[config.mk]
export PLATFORM = sky130hd
export DESIGN_NAME = stop_and_wait_receiver_top
export DESIGN_NICKNAME = d
export VERILOG_FILES = /design/src/sawr_pkg.sv /design/src/stop_and_wait_receiver_top.sv /design/src/sawr_core.sv /design/src/sawr_emit.sv
export SDC_FILE = /design/constraint.sdc
export NUM_CORES = 1
export LEC_CHECK = 0
export BUFFER_PORTS_ARGS = -buffer_cell sky130_fd_sc_hd__buf_4
export CORE_MARGIN = 2
export CORE_UTILIZATION = 30
export DETAILED_ROUTE_END_ITERATION = 8
export GPL_TIMING_DRIVEN = 1
export SLEW_MARGIN = 15
export SYNTH_ARGS = -nofsm -noshare
export SYNTH_HDL_FRONTEND = slang
export SYNTH_SLANG_ARGS = --single-unit
[constraint.sdc]
create_clock -name clk -period 5.62 [get_ports clk]
set_input_delay 0.562 -clock clk [delete_from_list [all_inputs] [get_ports clk]]
set_output_delay 0.562 -clock clk [all_outputs]
set_load 0.005 [all_outputs]
[src/sawr_pkg.sv]
`default_nettype none

package sawr_pkg;

    localparam logic [7:0]  ACK_CTRL    = 8'h6A;
    localparam logic [3:0]  NIB_FULL    = 4'b1111;
    localparam logic [10:0] INDEX_MAX   = 11'h7FF;
    localparam logic [10:0] HEADER_LEN  = 11'd4;
    localparam logic [10:0] IDX_SEQ     = 11'd1;
    localparam logic [10:0] IDX_LEN_LO  = 11'd2;
    localparam logic [10:0] IDX_LEN_HI  = 11'd3;
    localparam int          SRC_BITS    = 16;

    typedef enum logic [1:0] {
        KIND_PAYLOAD = 2'd0,
        KIND_ACK     = 2'd1,
        KIND_VERDICT = 2'd2
    } kind_t;

    typedef enum logic [1:0] {
        VERDICT_PENDING   = 2'd0,
        VERDICT_ACCEPTED  = 2'd1,
        VERDICT_DUPLICATE = 2'd2,
        VERDICT_DISCARDED = 2'd3
    } verdict_t;

    // Everything the emitter needs to replay the results of one input item.
    typedef struct packed {
        logic       payload_valid;
        logic [7:0] payload;
        verdict_t   verdict;      // pending: no verdict for this item
        logic [7:0] seq;
        logic [3:0] ack_nib;
    } bundle_t;

    // 4-bit add with end-around carry
    function automatic logic [3:0] nib_add(input logic [3:0] s, input logic [3:0] nib);
        logic [4:0] t;
        begin
            t = {1'b0, s} + {1'b0, nib};
            nib_add = t[4] ? (t[3:0] + 4'd1) : t[3:0];
        end
    endfunction

    // high nibble first, then low nibble
    function automatic logic [3:0] byte_add(input logic [3:0] s, input logic [7:0] b);
        logic [3:0] t;
        begin
            t = nib_add(s, b[7:4]);
            byte_add = nib_add(t, b[3:0]);
        end
    endfunction

endpackage

`default_nettype wire

[src/stop_and_wait_receiver_top.sv]
`default_nettype none

// Channel   Dir  Handshake           Payload
// s_*       in   s_tvalid/s_tready   s_tdata {src_address, seg_byte}, s_tuser first,
//                                    s_tlast last
// m_*       out  m_tvalid/m_tready   m_tdata {6'b0, verdict, out_byte}, m_tuser kind,
//                                    m_tlast end_of_run
// cfg_*     in   cfg_valid/cfg_ready cfg_data expected_source (always ready)
//
// A byte sits in the input register while the checker logic forms its results; the
// edge on which it advances loads them into the emitter, which sends one per cycle.
// Payload and header bytes flow at one byte per cycle; a last byte holds the emitter
// for up to five transfers (payload plus a 4-byte ACK) and stalls the input meanwhile.
// Reset (rst_n, async, active low) clears the expected sequence, the source register
// and all segment state; m_tready low holds the emitter, which holds the input register.
module stop_and_wait_receiver_top #(
    parameter int ADDR_BITS = 16
) (
    input  wire logic        clk,
    input  wire logic        rst_n,
    // slave stream
    input  wire logic        s_tvalid,
    output logic             s_tready,
    input  wire logic [23:0] s_tdata,   // [7:0] seg_byte, [23:8] src_address
    input  wire logic        s_tuser,   // [0] first
    input  wire logic        s_tlast,
    // master stream
    output logic             m_tvalid,
    input  wire logic        m_tready,
    output logic [15:0]      m_tdata,   // [7:0] out_byte, [9:8] verdict, [15:10] zero
    output logic [1:0]       m_tuser,   // [1:0] kind
    output logic             m_tlast,
    // configuration write
    input  wire logic        cfg_valid,
    output logic             cfg_ready,
    input  wire logic [15:0] cfg_data
);
    import sawr_pkg::*;

    logic        in_valid_reg;
    logic [7:0]  seg_byte_reg;
    logic [15:0] src_address_reg;
    logic        first_reg;
    logic        last_reg;

    logic        advance;
    logic        emit_free;
    logic        bundle_valid;
    bundle_t     bundle;

    // Move the held byte into the checker whenever the emitter can take its results.
    assign advance   = in_valid_reg && emit_free;
    assign s_tready  = !in_valid_reg || advance;
    assign cfg_ready = 1'b1;

    always_ff @(posedge clk or negedge rst_n)
    begin
        if (!rst_n)
        begin
            in_valid_reg <= 1'b0;
        end
        else if (s_tready)
        begin
            in_valid_reg <= s_tvalid;
        end
    end

    // Capture a new byte on each slave transfer.
    always_ff @(posedge clk)
    begin
        if (s_tvalid && s_tready)
        begin
            seg_byte_reg    <= s_tdata[7:0];
            src_address_reg <= s_tdata[23:8];
            first_reg       <= s_tuser;
            last_reg        <= s_tlast;
        end
    end

    sawr_core #(
        .ADDR_BITS (ADDR_BITS)
    ) u_core (
        .clk          (clk),
        .rst_n        (rst_n),
        .cfg_we       (cfg_valid && cfg_ready),
        .cfg_data     (cfg_data),
        .advance      (advance),
        .seg_byte     (seg_byte_reg),
        .src_address  (src_address_reg),
        .first        (first_reg),
        .last         (last_reg),
        .bundle       (bundle),
        .bundle_valid (bundle_valid)
    );

    sawr_emit u_emit (
        .clk      (clk),
        .rst_n    (rst_n),
        .load     (advance && bundle_valid),
        .bundle   (bundle),
        .free     (emit_free),
        .m_tvalid (m_tvalid),
        .m_tready (m_tready),
        .m_tdata  (m_tdata),
        .m_tuser  (m_tuser),
        .m_tlast  (m_tlast)
    );

endmodule

`default_nettype wire

[src/sawr_core.sv]
`default_nettype none

module sawr_core #(
    parameter int ADDR_BITS = 16
) (
    input  wire logic             clk,
    input  wire logic             rst_n,
    input  wire logic             cfg_we,
    input  wire logic [15:0]      cfg_data,
    input  wire logic             advance,
    input  wire logic [7:0]       seg_byte,
    input  wire logic [15:0]      src_address,
    input  wire logic             first,
    input  wire logic             last,
    output sawr_pkg::bundle_t     bundle,
    output logic                  bundle_valid
);
    import sawr_pkg::*;

    localparam int CMP_BITS = (ADDR_BITS < SRC_BITS) ? ADDR_BITS : SRC_BITS;

    logic [15:0] expected_source_reg;
    logic        expected_seq_reg, expected_seq_next;
    logic [3:0]  nibble_sum_reg, nibble_sum_next;
    logic [10:0] byte_index_reg, byte_index_next;
    logic [9:0]  declared_length_reg, declared_length_next;
    logic [7:0]  seq_field_reg, seq_field_next;
    logic        source_ok_reg, source_ok_next;

    logic [3:0]  sum_cur, sum_upd;
    logic [10:0] idx_cur, idx_upd, span_upd;
    logic [9:0]  len_cur, len_upd;
    logic [7:0]  seq_cur, seq_upd;
    logic        ok_cur, in_range, full, seq_match;
    verdict_t    verdict;

    always_comb
    begin
        // first byte restarts the segment
        sum_cur = first ? 4'd0 : nibble_sum_reg;
        idx_cur = first ? 11'd0 : byte_index_reg;
        len_cur = first ? 10'd0 : declared_length_reg;
        seq_cur = first ? 8'd0 : seq_field_reg;
        ok_cur  = first ? (src_address[CMP_BITS-1:0] == expected_source_reg[CMP_BITS-1:0])
                        : source_ok_reg;

        in_range = (idx_cur < HEADER_LEN) || (idx_cur < (HEADER_LEN + {1'b0, len_cur}));
        sum_upd  = in_range ? byte_add(sum_cur, seg_byte) : sum_cur;
        seq_upd  = (in_range && idx_cur == IDX_SEQ) ? seg_byte : seq_cur;
        len_upd  = len_cur;
        if (in_range && idx_cur == IDX_LEN_LO)
        begin
            len_upd = {len_cur[9:8], seg_byte};
        end
        else if (in_range && idx_cur == IDX_LEN_HI)
        begin
            len_upd = {seg_byte[1:0], len_cur[7:0]};
        end
        idx_upd  = (idx_cur == INDEX_MAX) ? idx_cur : (idx_cur + 11'd1);

        span_upd  = HEADER_LEN + {1'b0, len_upd};
        full      = idx_upd >= span_upd;
        seq_match = seq_upd == {7'd0, expected_seq_reg};
        if (full && ok_cur && seq_match && sum_upd == NIB_FULL)
        begin
            verdict = VERDICT_ACCEPTED;
        end
        else if (full && ok_cur && !seq_match)
        begin
            verdict = VERDICT_DUPLICATE;
        end
        else
        begin
            verdict = VERDICT_DISCARDED;
        end

        bundle.payload_valid = in_range && (idx_cur >= HEADER_LEN);
        bundle.payload       = seg_byte;
        bundle.verdict       = last ? verdict : VERDICT_PENDING;
        bundle.seq           = seq_upd;
        bundle.ack_nib       = ~byte_add(byte_add(4'd0, ACK_CTRL), seq_upd);
        bundle_valid         = bundle.payload_valid || last;

        // after a verdict drop all segment state
        expected_seq_next    = expected_seq_reg ^ (last && verdict == VERDICT_ACCEPTED);
        nibble_sum_next      = last ? 4'd0  : sum_upd;
        byte_index_next      = last ? 11'd0 : idx_upd;
        declared_length_next = last ? 10'd0 : len_upd;
        seq_field_next       = last ? 8'd0  : seq_upd;
        source_ok_next       = last ? 1'b0  : ok_cur;
    end

    always_ff @(posedge clk or negedge rst_n)
    begin
        if (!rst_n)
        begin
            expected_source_reg <= '0;
            expected_seq_reg    <= 1'b0;
            nibble_sum_reg      <= '0;
            byte_index_reg      <= '0;
            declared_length_reg <= '0;
            seq_field_reg       <= '0;
            source_ok_reg       <= 1'b0;
        end
        else
        begin
            if (cfg_we)
            begin
                expected_source_reg <= cfg_data;
            end
            if (advance)
            begin
                expected_seq_reg    <= expected_seq_next;
                nibble_sum_reg      <= nibble_sum_next;
                byte_index_reg      <= byte_index_next;
                declared_length_reg <= declared_length_next;
                seq_field_reg       <= seq_field_next;
                source_ok_reg       <= source_ok_next;
            end
        end
    end

endmodule

`default_nettype wire

[src/sawr_emit.sv]
`default_nettype none

module sawr_emit (
    input  wire logic              clk,
    input  wire logic              rst_n,
    input  wire logic              load,
    input  wire sawr_pkg::bundle_t bundle,
    output logic                   free,
    output logic                   m_tvalid,
    input  wire logic              m_tready,
    output logic [15:0]            m_tdata,
    output logic [1:0]             m_tuser,
    output logic                   m_tlast
);
    import sawr_pkg::*;

    logic       busy_reg, busy_next;
    logic       pend_payload_reg, pend_payload_next;
    logic [7:0] payload_reg;
    verdict_t   verdict_reg;
    logic [7:0] seq_reg;
    logic [3:0] ack_nib_reg;
    logic [1:0] ack_step_reg, ack_step_next;

    kind_t      kind;
    verdict_t   verdict_out;
    logic [7:0] byte_out;
    logic       xfer;

    always_comb
    begin
        if (pend_payload_reg)
        begin
            kind        = KIND_PAYLOAD;
            byte_out    = payload_reg;
            verdict_out = VERDICT_PENDING;
            m_tlast     = (verdict_reg == VERDICT_PENDING);
        end
        else if (verdict_reg == VERDICT_DISCARDED)
        begin
            kind        = KIND_VERDICT;
            byte_out    = 8'd0;
            verdict_out = verdict_reg;
            m_tlast     = 1'b1;
        end
        else
        begin
            kind        = KIND_ACK;
            verdict_out = verdict_reg;
            m_tlast     = (ack_step_reg == 2'd3);
            case (ack_step_reg)
                2'd0:    byte_out = ACK_CTRL;
                2'd1:    byte_out = seq_reg;
                2'd2:    byte_out = 8'd0;
                default: byte_out = {ack_nib_reg, 4'd0};
            endcase
        end

        m_tvalid = busy_reg;
        m_tdata  = {6'd0, verdict_out, byte_out};
        m_tuser  = kind;
        xfer     = busy_reg && m_tready;
        free     = !busy_reg || (xfer && m_tlast);

        // advance through the result list one transfer at a time
        busy_next         = busy_reg && !(xfer && m_tlast);
        pend_payload_next = pend_payload_reg && !xfer;
        ack_step_next     = ack_step_reg;
        if (xfer && !pend_payload_reg && !m_tlast)
        begin
            ack_step_next = ack_step_reg + 2'd1;
        end
        if (load)
        begin
            busy_next         = 1'b1;
            pend_payload_next = bundle.payload_valid;
            ack_step_next     = 2'd0;
        end
        else if (!busy_next)
        begin
            ack_step_next = 2'd0;
        end
    end

    always_ff @(posedge clk or negedge rst_n)
    begin
        if (!rst_n)
        begin
            busy_reg         <= 1'b0;
            pend_payload_reg <= 1'b0;
            ack_step_reg     <= 2'd0;
            verdict_reg      <= VERDICT_PENDING;
        end
        else
        begin
            busy_reg         <= busy_next;
            pend_payload_reg <= pend_payload_next;
            ack_step_reg     <= ack_step_next;
            if (load)
            begin
                verdict_reg <= bundle.verdict;
            end
        end
    end

    always_ff @(posedge clk)
    begin
        if (load)
        begin
            payload_reg <= bundle.payload;
            seq_reg     <= bundle.seq;
            ack_nib_reg <= bundle.ack_nib;
        end
    end

    // a held bundle without a verdict must still carry a payload byte
    a_bundle_nonempty: assert property (@(posedge clk) disable iff (!rst_n)
        busy_reg && verdict_reg == VERDICT_PENDING |-> pend_payload_reg)
        else $error("emitter holds an empty bundle");

    // ack steps only run for an acknowledged segment after its payload
    a_ack_step: assert property (@(posedge clk) disable iff (!rst_n)
        ack_step_reg != 2'd0 |-> busy_reg && !pend_payload_reg &&
            (verdict_reg == VERDICT_ACCEPTED || verdict_reg == VERDICT_DUPLICATE))
        else $error("ack step outside an acknowledgement");

    // a transfer that is not the end of a run is followed by more results
    a_run_continues: assert property (@(posedge clk) disable iff (!rst_n)
        m_tvalid && m_tready && !m_tlast |=> m_tvalid)
        else $error("result run cut short");

    // a new bundle is only taken when the emitter is idle or its current one is finishing
    a_no_overwrite: assert property (@(posedge clk) disable iff (!rst_n)
        load |-> free)
        else $error("bundle loaded over pending results");

endmodule

`default_nettype wire
==> results.md, run 1 <==
- Status: completed
- Data required time at the worst endpoint: 5900 ps
- Max Transition Viols Final: 0
- Sum of negative setup slack: 0 ps
- First-pass GRT wire length: 25.29 mm
- Data arrival at the endpoint of the critical path: 4830 ps
- FF-to-FF Start: first_reg
- Initial antenna violation count: 0
- Average wire per standard cell: 16.19 um
- Most common cell in the synthesized netlist: nand2_1
- Worst reg2reg path endpoint: u_emit.verdict_reg[1]
- Share of the clock period used by the worst path after layout: 81.04%
- CTS Sinks: 104
- Clock tree skew after final layout: 10.85 ps
- Share of the synthesized area in the top cell type: 22.80%
- Cell at the root of the clock tree: clkbuf_16
- Critical path cell sequence: clkinv_1 -> nand2_1 -> inv_1 -> ha_1 -> nand4_1 -> nor3b_2 -> and3_1 -> nand4_1 -> o21ai_0 -> ha_1 -> nor2b_1 -> o211ai_1 -> a21oi_1 -> a2111oi_0 -> nor4_1 -> o211ai_1 -> a21boi_0
- Overflow left after global routing: 0
- Syn Inst Count: 622
- Post-layout nets: 776
- Cell accounting for the most synthesized area: dfrtp_1
- Synthesis Warnings: 0
- Total iterations of the first detailed-routing run: 5
- Total leakage power: 0.003134 uW
- Number of H-tree levels: 3
- Vertical die dimension: 149.7 um
- Cell total after placement: 942
- Grt peak-use layer: met2
- Critical-path top delay cell: o21ai_0
- Later-pin clock latency in the skew report: 360 ps
- CTS clock-pin slew for the worst setup and hold paths: 80 ps
- Post-synth top cells: nand2_1 (67), dfrtp_1 (58), ha_1 (48)
- Path depth of the worst reg2reg path: 17
- Worst-case register-to-register setup slack: 1070 ps
- Flops & latches, synth: 104
- Met3 usage in global routing: 4.878%
- Area of the core: 20960 sq um
- Routed Wire Length: 15.51 mm
- Cell family contributing the most delay on the critical path: simple AND/OR/NAND/NOR gates
- Met2 Usage GRT: 22.55%
- Overall die width: 149.7 um
- Met1 usage: 19.21%
- Highest achievable clock rate: 219.6 MHz
- Number of gates resized after CTS: 0
- Count of final hold-check violations: 0
- Total Die Area: 22400 sq um
- Synthesized area per cell: 10.23 sq um
- Number of buffers added for setup after CTS: 0
- Transition time at the pin with the least slew margin: 808.5 ps
- Number of non-filler instances in the completed layout: 958
- Area delta synth->final: 15.78%
- Number of diodes: 0
- Residual antenna-violating net count after detailed routing: 0
- Number of CTS-inserted buffers: 9
- CTS tree: yes
- Element type at the critical path end: flip-flop
- Number of global-route vias before repair: 4664
- Count of buffers inserted at the top-level ports: 61
- Crit path buffers/inverters: 2
- Avg Vias per Cell: 4.989
- DRC Markers: 0
- PD cells: 285.4 nW/um^2
- Hold buffer count at CTS: 0
- Placed wire-length estimate after detailed placement: 11.46 mm
- Max stage delay on crit path: 520 ps
- Vias: 4779
- Mapped cell area: 6366 sq um
- RSZ-0062 raised after global routing: no
- Effective utilization at floorplan: 30.38%
- Number of synthesized flops with an enable pin: 46
- Detailed Route Iter0 Violations: 299
- CP max FO: 13
- Pin count of the biggest net entering global routing: 59
- Peak VDD IR: 0.0002239 V
- Remaining max-slew budget at the tightest pin: 46.10%
- Fraction of final layout cells sized beyond drive strength 1: 15.96%
- Final critical delay including setup and external delays: 4555 ps
- Total Routing Usage GR: 14.45%
- Site Rows: 53
- Proportion of register bits with asynchronous set or reset after synthesis: 55.77%
- Global placement routability congestion: 0.8782
- Top-Level Pins: 69
- Setup Viol. Count Final: 0
- Sequential fraction of the synthesis area: 44.50%
- Number of fillers in the final layout: 2155
- Clock Path Buffers: 2
- Distinct cell type count of the synthesized netlist: 60
- Area contributors post-synth: dfrtp_1 (23%), edfxtp_1 (22%), ha_1 (9.4%)
- Kind of start point of the critical path: flip-flop
- Max-capacitance violation count: 0
- Final Hold Slack: 258.6 ps
- Primary flip-flop cell chosen by synthesis mapping: dfrtp_1
- Type of the most critical hold path: input pin to async pin
- Critical setup path kind: flip-flop to flip-flop
[worst register-to-register path, stage by stage (launching register included)]
cell,delay (ps)
edfxtp_1,390
clkinv_1,190
nand2_1,150
inv_1,140
ha_1,260
nand4_1,130
nor3b_2,300
and3_1,270
nand4_1,520
o21ai_0,520
ha_1,310
nor2b_1,140
o211ai_1,170
a21oi_1,100
a2111oi_0,410
nor4_1,120
o211ai_1,150
a21boi_0,200
[layer usage]
layer / part of all wire (%) / vias up
li1: - / 2332
met1: 46 / 2287
met2: 45 / 143
met3: 8.0 / 17
met4: 1.6 / 0
met5: 0 / -
[stage by stage]
step                      power [uW]  util (%)  area (sq um)  worst slack [ps]
final                           2104     35.17          7371              1065
after global routing            2234     35.17          7371             554.0
after CTS                       2124     35.17          7371              1089
after detailed placement        1514     33.84          7091              1119
after global placement          1506     33.84          7091              1174
after floorplan                 1351         -          6385             965.2
[placed cells by master, fill, tap and decap left out, types with 13 or more instances in the layout]
cell,instances
nand2_1,67
nor2_1,37
buf_4,67
a22o_1,17
nand3_1,14
mux2_2,18
xor2_1,13
nand4_1,14
dfrtp_1,58
nor2b_1,21
ha_1,48
a21oi_1,36
edfxtp_1,46
inv_1,32
o21ai_0,30
xnor2_1,40
[worst max path at each step]
| stage | startpoint | to | slack, ps | cells past startpoint |
|---|---|---|---|---|
| after floorplan | first_reg | u_emit.verdict_reg[1] | 970 | 19 |
| after global placement | first_reg | u_emit.verdict_reg[1] | 1170 | 17 |
| after detailed placement | first_reg | u_emit.verdict_reg[1] | 1120 | 17 |
| after CTS | first_reg | u_emit.verdict_reg[1] | 1090 | 17 |
| after global routing | first_reg | u_emit.verdict_reg[1] | 550 | 17 |
| final | first_reg | u_emit.verdict_reg[1] | 1070 | 17 |
[area by class of cell]
cell class / instances / area, sq um / share of cell area (%)
Multi-Input combinational cell: 463 / 3287 / 44.59
Tap cell: 275 / 344.1 / 4.668
Clock inverter: 7 / 55.05 / 0.7469
Timing Repair Buffer: 67 / 503.0 / 6.824
Clock buffer: 9 / 225.2 / 3.056
Sequential cell: 104 / 2833 / 38.43
Inverter: 33 / 123.9 / 1.681
[report_power, final]
part           internal, uW  switching, uW  leakage, uW
logic                   253            326      0.00180
clock network           306            302     0.000139
registers               870           46.5      0.00119
total                  1430            675      0.00313
[cell families (layout without fill, tap and decap cells)]
kind of cell	Yosys count	in the layout	synth area share (%)
AO/OA/AOI/OAI	140	140	14.82
XOR/XNOR	53	53	7.292
adder cells (fa/ha/maj)	51	51	10.38
buffers and inverters	60	116	4.167
flip-flops	104	104	44.50
multiplexers	20	20	3.498
other	2	7	0.1180
AND/OR/NAND/NOR	192	192	15.23
Power figures use the tool's default switching activity.
==> run 2: changes to the inputs <==
- clock period: 5.62 -> 4.1 ns (I/O delays scaled with it)
==> results.md, run 2 (same netlist as run 1, synthesis figures left out) <==
- Type of the most critical hold path: input pin to async pin
- Total Die Area: 22400 sq um (unchanged)
- Max Transition Viols Final: 0 (unchanged)
- Hold buffer count at CTS: 0 (unchanged)
- Overflow left after global routing: 0 (unchanged)
- Transition time at the pin with the least slew margin: 935.6 ps (+127.1 ps)
- Max-capacitance violation count: 0 (unchanged)
- Leading cell type in the layout, fill and taps excluded: buf_4
- Vertical die dimension: 149.7 um (unchanged)
- Vias: 4919 (+2.9%)
- Number of H-tree levels: 3 (unchanged)
- Data arrival at the endpoint of the critical path: 4140 ps (-690 ps)
- Average wire per standard cell: 15.74 um (-2.8%)
- Status: completed
- Top library cells by usage in the layout, fill and taps aside: buf_4 (94), nand2_1 (66), dfrtp_1 (58)
- Number of diodes: 0 (unchanged)
- DRC Markers: 0 (unchanged)
- Placed wire-length estimate after detailed placement: 11.49 mm (+0.26%)
- Overall die width: 149.7 um (unchanged)
- Pin count of the biggest net entering global routing: 59 (unchanged)
- Peak VDD IR: 0.0002500 V (+12%)
- Global placement routability congestion: 0.9118 (+3.8%)
- First-pass GRT wire length: 25.14 mm (-0.60%)
- Share of total power in sequential cells: 42.0% (-1.5 points)
- Element type at the critical path end: flip-flop
- Total iterations of the first detailed-routing run: 5 (unchanged)
- Remaining max-slew budget at the tightest pin: 37.63% (-8.5 points)
- Highest achievable clock rate: 255.8 MHz (+16%)
- Later-pin clock latency in the skew report: 360 ps (about the same)
- Utilization after layout: 36.83% (+1.7 points)
- Avg Vias per Cell: 4.979 (-0.20%)
- Pre-CTS WS: -0.3273 ps (-1119 ps)
- PD cells: 386.7 nW/um^2 (+35%)
- CP max FO: 14 (+1)
- Final critical delay including setup and external delays: 3910 ps (-644.7 ps)
- Clock tree skew after final layout: 9.180 ps (-1.669 ps)
- Total Routing Usage GR: 14.40% (-0.052 points)
- Post-layout nets: 806 (+3.9%)
- CTS tree: yes
- Detailed Route Iter0 Violations: 331 (+11%)
- Design Area, Final: 7717 sq um (+4.7%)
- Final Hold Slack: 121.1 ps (-137.5 ps)
- Area after DPL: 7259 sq um (+2.4%)
- Proportion of power drawn by the clock network: 28.7% (-0.2 points)
- Data required time at the worst endpoint: 4330 ps (-1570 ps)
- Number of fillers in the final layout: 2142 (-0.60%)
- Sum of negative setup slack: 0 ps (unchanged)
- Cell at the root of the clock tree: clkbuf_16
- Area of the core: 20960 sq um (unchanged)
- Worst Slack Setup Final: 190.0 ps (-875.3 ps)
- Initial antenna violation count: 0 (unchanged)
- Total leakage power: 0.003301 uW (+5.3%)
- Setup Viol. Count Final: 0 (unchanged)
- Effective utilization at floorplan: 30.38% (unchanged)
- Routed Wire Length: 15.55 mm (+0.26%)
- Fraction of final layout cells sized beyond drive strength 1: 21.60% (+5.6 points)
- Kind of start point of the critical path: flip-flop
- CTS clock-pin slew for the worst setup and hold paths: 80 ps (about the same)
- Count of buffers inserted at the top-level ports: 61 (unchanged)
- Net Sw Frac: 32.17% (+0.083 points)
- Clock Path Buffers: 2 (unchanged)
- Number of CTS-inserted buffers: 9 (unchanged)
- Critical setup path kind: flip-flop to flip-flop
- Number of global-route vias before repair: 4880 (+4.6%)
- CTS Sinks: 104 (unchanged)
- Share of the clock period used by the worst path after layout: 95.37% (+14 points)
- Top-Level Pins: 69 (unchanged)
- Area delta synth->final: 21.23%
- Net Switching: 960.2 uW (+42%)
- Power Internal: 2024 uW (+42%)
- Count of final hold-check violations: 0 (unchanged)
- Site Rows: 53 (unchanged)
- Residual antenna-violating net count after detailed routing: 0 (unchanged)
- Combinational share of power: 29.3% (+1.7 points)
run 2: cell types whose count changed in the layout (fill, tap and decap cells not counted), moves of 2 or more:
cell,before,now
a21oi_1,36,34
ha_2,0,2
a32oi_1,9,7
ha_1,48,46
inv_2,0,2
buf_4,67,94
clkinv_1,2,0
clkinv_4,3,1
a32oi_2,1,3
run 2: power by group through the flow:
| stage | registers [uW] | logic (uW) | clock network (uW) |
|---|---|---|---|
| floorplan | 1250 | 602 | 0 |
| global route | 1270 | 990 | 917 |
| CTS | 1250 | 818 | 888 |
| global placement | 1270 | 805 | 0 |
| detailed placement | 1280 | 811 | 0 |
| finish | 1250 | 874 | 856 |
run 2: repair_timing:
item                       4_1_cts  5_1_grt
setup endpoints to repair        1        5
hold endpoints to repair         0        0
gates cloned                     0        1
setup buffers                    0        9
gates resized for setup          1       16
pin swaps                        0       10
run 2: per-stage QoR:
stage,power [uW],cells
final,2985,988
after global routing,3172,988
after CTS,2960,978
after detailed placement,2088,962
after global placement,2080,962
after floorplan,1856,627
run 2: critical path, stage by stage (launching register included):
cell,delay [ps]
edfxtp_1,430
buf_12,170
nor2_1,60
ha_1,200
fa_1,400
a21o_1,210
a21oi_4,190
mux2_2,370
inv_1,80
fa_1,430
inv_1,90
ha_1,180
o21ai_0,130
a221oi_2,330
o2111a_1,240
o211ai_1,130
a21boi_0,160
run 2: layout make-up:
cell class	count	area, sq um	share of cell area [%]
sequential	104	2833	36.71
clock buffer	9	225.2	2.918
tap	275	344.1	4.458
clock inverter	7	70.07	0.9079
timing repair buffer	97	762.0	9.874
inverter	33	123.9	1.605
multi-input combinational	463	3359	43.53
run 2: metal layers:
| metal | vias to the layer above | GRT usage [%] | part of all wire (%) | routed length (um) |
|---|---|---|---|---|
| li1 | 2397 | - | - | - |
| met1 | 2347 | 19.20 | 47 | 7263 |
| met2 | 153 | 22.82 | 45 | 6922 |
| met3 | 22 | 4.024 | 6.8 | 1062 |
| met4 | 0 | 4.340 | 1.9 | 299 |
| met5 | - | 0 | 0 | 0 |
run 2: final timing paths:
check                                             start                       endpoint  slack [ps]  depth (start not counted)
worst max-delay path                          first_reg          u_emit.verdict_reg[1]         190                         16
worst max register to register                first_reg          u_emit.verdict_reg[1]         190                         16
max in group asynchronous                         rst_n                   in_valid_reg        3430                          1
min in group clk                            s_tdata[10]             src_address_reg[2]         220                          1
worst min-delay path                              rst_n  u_core.expected_source_reg[7]         120                          1
worst min register to register  u_core.seq_field_reg[6]        u_core.seq_field_reg[6]         480                          2
